===== src/sv/ctia_ram.sv =====
// Generic single-write, single-read RAM with a registered read port.
// Used for the slot tables and the id-to-slot map; entries never written read
// as zero in simulation. No dependencies.
module ctia_ram #(
  parameter int WIDTH = 8,
  parameter int DEPTH = 64
) (
  input  logic                     clk,
  input  logic                     we,
  input  logic [$clog2(DEPTH)-1:0] waddr,
  input  logic [WIDTH-1:0]         wdata,
  input  logic [$clog2(DEPTH)-1:0] raddr,
  output logic [WIDTH-1:0]         rdata
);

  bit   [WIDTH-1:0] mem_r [DEPTH];
  logic [WIDTH-1:0] rdata_r;

  always_ff @(posedge clk) begin
    if (we) begin
      mem_r[waddr] <= wdata;
    end
    rdata_r <= mem_r[raddr];
  end

  assign rdata = rdata_r;

endmodule


===== config.mk =====
export PLATFORM = sky130hd
export DESIGN_NAME = ctia_ram
export DESIGN_NICKNAME = d
export VERILOG_FILES = /design/src/sv/ctia_ram.sv
export SDC_FILE = /design/constraint.sdc
export NUM_CORES = 1
export LEC_CHECK = 0
export ABC_CLOCK_PERIOD_IN_PS = 2500
export BUFFER_PORTS_ARGS = -buffer_cell sky130_fd_sc_hd__buf_4
export CAP_MARGIN = 40
export CORE_MARGIN = 2
export CORE_UTILIZATION = 30
export DETAILED_ROUTE_END_ITERATION = 7
export PLACE_DENSITY = 0.42
export SETUP_SLACK_MARGIN = 0.3
export SYNTH_ARGS = -nofsm -noshare
export SYNTH_HDL_FRONTEND = slang
export SYNTH_SLANG_ARGS = --single-unit

===== constraint.sdc =====
create_clock -name clk -period 2.5 [get_ports clk]
set_clock_uncertainty 0.15 [all_clocks]
set_input_delay 0.125 -clock clk [delete_from_list [all_inputs] [get_ports clk]]
set_output_delay 0.125 -clock clk [all_outputs]
set_load 0.02 [all_outputs]

# Word level (Yosys, flattened, before mapping)
# Memory sizes are Yosys's and may differ from the RTL's. A register that Yosys moved wholly into a read port is not among the register bits.
# Index checks and enable logic that the tools add are counted.
[totals] wordCells=3 ram_bits=512 mem_count=1 ff_bits=0 out_inout_bits=8 input_bits=22
[mem_list] name="mem_r" depth=64 word_bits=8 read_ports=1 rd_clocked_by_memory_dff=1 write_ports=1 line_no="16" text="bit [WIDTH-1:0] mem_r [DEPTH];"
[op_classes] muxes=2
[ops] op="1-bit two-way mux" n=2

# Logic depth before layout (Yosys ltp)
[logic_depth] word_depth=2 mapped_depth=9 depth_no_buf=5

# Worst setup path before layout
# OpenSTA, ideal clock, no wires.
[synth_path] path_kind="input to register" from="input port raddr[1]" to="register rdata_r[3] (netlist: rdata[3]), read port of mem_r" t_required_ns=2.222 setup_time_ns=0.128 path_slack_ns=0.557 arrival_time_ns=1.665 path_stages=7 path_cell_list="buf_4 > buf_2 > buf_2 > mux4_2 > mux4_2 > o21ai_1 > o41ai_1"
[synth_rtl] item="from (decl)" line_no="12" text="input logic [$clog2(DEPTH)-1:0] raddr,"
[synth_rtl] item="to (decl)" line_no="17" text="logic [WIDTH-1:0] rdata_r;"

==> reports/metrics.sh <==
RUN_STATUS='finished clean'
DIODES=0
SYNTHDISTINCTLIBCELLS=40
TIMING.CRITICAL_PATH.FANOUT_MAX=1
SLEW_HEADROOM=0.486
POWER_LEAKAGE_nW=7.76
GRT.MET1_USAGE=0.219
REGTOREGSTARTPOINT='mem_r[29][4]'
CLOCK_PATH_BUFFERS=3
PLACE_WORST_SETUP_SLACK_NS=-0.183
GRT_MAX_DEGREE=65
CRITPATHARRIVALTIME_NS=2.47
DRT_FIRST_PASS_ITERS=5
WIRE_LENGTH_OF_THE_FIRST_GLOBAL_ROUTING_PASS_UM=75300
DRT_ITER0_DRC=735
BUSIEST_LAYER='met2'
NUM_ROWS=95
CRIT_FAMILY='multiplexers'
WORST-PATH-BUF-INV=1
GRT_USE_MET3=0.0286
POWER-PER-CELL-AREA_nW_PER_UM2=787
CRITICAL_PATH.ENDPOINT_TYPE='flip-flop'
HIGHEST_COUNT_CELLS_IN_THE_LAYOUT_IGNORING_FILL_AND_TAPS='sky130_fd_sc_hd__edfxtp_1 (512), sky130_fd_sc_hd__buf_4 (157), sky130_fd_sc_hd__mux4_2 (126)'
DRT-TOTAL-WL_UM=51500
GRT_ANTENNA_BEFORE_REPAIR=0
MAPPEDNETLISTAREA_UM2=20200
YS_WARN_COUNT=0
CTS_TREE='built'
SYNTH_SEQ_AREA_SHARE=0.770
TIMING.FINAL.CRIT_SHARE=0.857
FMAX_MHz=467
CTS-ROOT-BUF='sky130_fd_sc_hd__clkbuf_16'
SYNTH-SEQ-CELLS=520
LAYOUT.NETS=1145
LARGEST_INCREMENTAL_DELAY_ON_THE_CRITICAL_PATH_NS=0.48
AREA.GROWTH.SYNTH_TO_FINAL_PCT=20.1
CRITICAL_PATH.CELL_CHAIN='mux4_2, mux2_2, o221a_2, nor3_2, buf_4, o32ai_1'
WORSTSKEWPAIRLATENCY_NS=0.61
DESIGN_POWER_W=0.0191
NUMBER_OF_GLOBAL_ROUTE_VIAS_BEFORE_REPAIR=10435
FILLERS=6175
FP.DIEAREA_UM2=69300
WHS_NS=0.114
FIN_CELLS=2043
WORSTSETUPSTARTPOINTTYPE='flip-flop'
DIEWIDTH_UM=263
H-TREE-DEPTH=2
CLKTRANSATPATHREGS_NS=0.06
TRACK_USAGE=0.151
PLACE.PORT_BUFFERS=29
HOLD_VIOL_FINAL=0
VIAS_PER_CELL=4.85
ROUTE.VIAS.TOTAL=9913
DRC=0
PLACE.DETAILED.INSTANCES=1925
SYNTH_EDF_COUNT=512
CRITICAL_PATH.STARTPOINT='mem_r[29][4]'
HOLDCRITSTARTPOINT='waddr[0]'
CTS_INSERTED_BUFFERS=56
CTS_NUM_SINKS=520
POST_ROUTE_CELLS_DRIVE_ABOVE_1_SHARE=0.327
SYNTH_CELLS=940
FINALSETUPVIOLCOUNT=0
DESIGN.PORTCOUNT=30
ROUTED_WIRE_LENGTH_PER_INSTANCE_UM=25.2
DRV_SLEW=0
PLACE_HPWL_UM=32800
INITIAL_CORE_UTIL=0.302
DRT.ANTENNA.VIOLATING_NETS=0
PLACE_CONGESTION=0.775
WORST_IR_DROP_VDD_mV=0.504
SYN_AVG_CELL_AREA_UM2=21.5
TIMING.SETUP.CRITICAL_PATH_CLASS='reg -> reg'
FP.COREAREA_UM2=66800
ROUTING_USAGE_ON_MET2=0.236
TIMING_WORST_SLEW_PIN_VALUE_NS=0.772
OVERFLOW=0
WORST-ENDPOINT-REQUIRED_NS=2.82
ASYNC_RESET_FF_FRAC=0
CHIPHEIGHT_UM=263
FINALWORSTSETUPSLACK_NS=0.358
CRIT_PATH_TOP_DELAY_CELL='sky130_fd_sc_hd__mux4_2'
LAYOUT_MIN_CYCLE_TIME_NS=2.14
TIMING.HOLD.WORST.CLASS='in -> reg'
UNREPAIRED_SETUP_ENDPOINTS_AFTER_GLOBAL_ROUTING='no'
LAYOUT.CELLS.MOST_COMMON='sky130_fd_sc_hd__edfxtp_1'
POSTSYNTHNETCOUNT=962
SYNTH_FLOP_CELL='sky130_fd_sc_hd__edfxtp_1'
MAXCAPVIOLCOUNT=0
## worst register-to-register path: cells and delay by family, from the launching register on
| family | cells | cell delay [ns] |
|---|---|---|
| muxes | 2 | 0.76 |
| DFF | 1 | 0.37 |
| AOI/OAI and AO/OA | 2 | 0.34 |
| and+or+nand+nor | 1 | 0.24 |
| buffers and inverters | 1 | 0.15 |
## area by class of cell
class	count	area, µm²	area share
multi-input combinational	369	4340	0.179
tap	873	1090	0.0451
sequential	520	15500	0.641
clock buffer	71	1510	0.0623
clock inverter	34	334	0.0138
timing repair buffer	176	1420	0.0587
## sequential cells by signal, indices dropped and copies added (netlist names)
| signal | flops |
|---|---|
| mem_r | 512 |
| rdata | 8 |
## repair_timing
item / CTS / global route
hold buffers: 13 / 0
setup endpoints to repair: 3 / 1
resized for setup: 3 / 1
buffers inserted: 0 / 0
endpoints found under the hold margin: 520 / 0
## power breakdown
group          internal [W]  switching [W]  total (W)
Sequential          0.00965      0.0000428    0.00969
Clock               0.00496        0.00338    0.00834
Combinational      0.000415       0.000612    0.00103
## synth_stat cells (4+ instances only)
| master | instances | area share |
|---|---|---|
| sky130_fd_sc_hd__buf_4 | 13 | 0.0048 |
| sky130_fd_sc_hd__o22ai_1 | 8 | 0.0025 |
| sky130_fd_sc_hd__nand2b_1 | 7 | 0.0022 |
| sky130_fd_sc_hd__buf_1 | 4 | 0.00074 |
| sky130_fd_sc_hd__nor2_1 | 83 | 0.015 |
| sky130_fd_sc_hd__nor3_1 | 7 | 0.0017 |
| sky130_fd_sc_hd__mux2i_1 | 23 | 0.011 |
| sky130_fd_sc_hd__clkbuf_1 | 17 | 0.0032 |
| sky130_fd_sc_hd__edfxtp_1 | 512 | 0.76 |
| sky130_fd_sc_hd__mux2_2 | 13 | 0.0073 |
| sky130_fd_sc_hd__o221ai_1 | 8 | 0.0035 |
| sky130_fd_sc_hd__buf_2 | 11 | 0.0027 |
| sky130_fd_sc_hd__mux4_2 | 126 | 0.14 |
| sky130_fd_sc_hd__a211oi_1 | 4 | 0.0015 |
| sky130_fd_sc_hd__nand2_1 | 19 | 0.0035 |
| sky130_fd_sc_hd__nor2b_1 | 14 | 0.0043 |
| sky130_fd_sc_hd__a221oi_1 | 6 | 0.0026 |
| sky130_fd_sc_hd__nand3_1 | 13 | 0.0032 |
| sky130_fd_sc_hd__buf_6 | 4 | 0.0022 |
| sky130_fd_sc_hd__dfxtp_1 | 8 | 0.0079 |
## stage by stage
step                      utilization  TNS, ns  area (µm²)
after global placement          0.333   -0.411       22200
after global routing            0.363        0       24200
after floorplan                     -        0       20200
final                           0.363        0       24200
after CTS                       0.363        0       24200
after detailed placement        0.333   -0.266       22200
## cell families (layout without fill, tap and decap cells)
family | after synthesis | in the layout | synth area share
AOI/OAI and AO/OA | 54 | 54 | 0.0207
buffers and inverters | 51 | 281 | 0.0157
muxes | 162 | 162 | 0.159
and+or+nand+nor | 153 | 153 | 0.0339
DFF | 520 | 520 | 0.770
## worst paths after layout
path | end | slack (ns) | cells after the start
worst max-delay path | rdata[4] | 0.36 | 6
worst min-delay path | mem_r[55][2] | 0.11 | 4
worst max register to register | rdata[4] | 0.36 | 6
worst min register to register | rdata[5] | 0.76 | 5
## routing by layer
| layer | share of wire | routed length, µm |
|---|---|---|
| met1 | 0.48 | 24500 |
| met2 | 0.46 | 23900 |
| met3 | 0.044 | 2250 |
| met4 | 0.018 | 928 |
| met5 | 0 | 0 |
(Power assumes the default switching activity.)
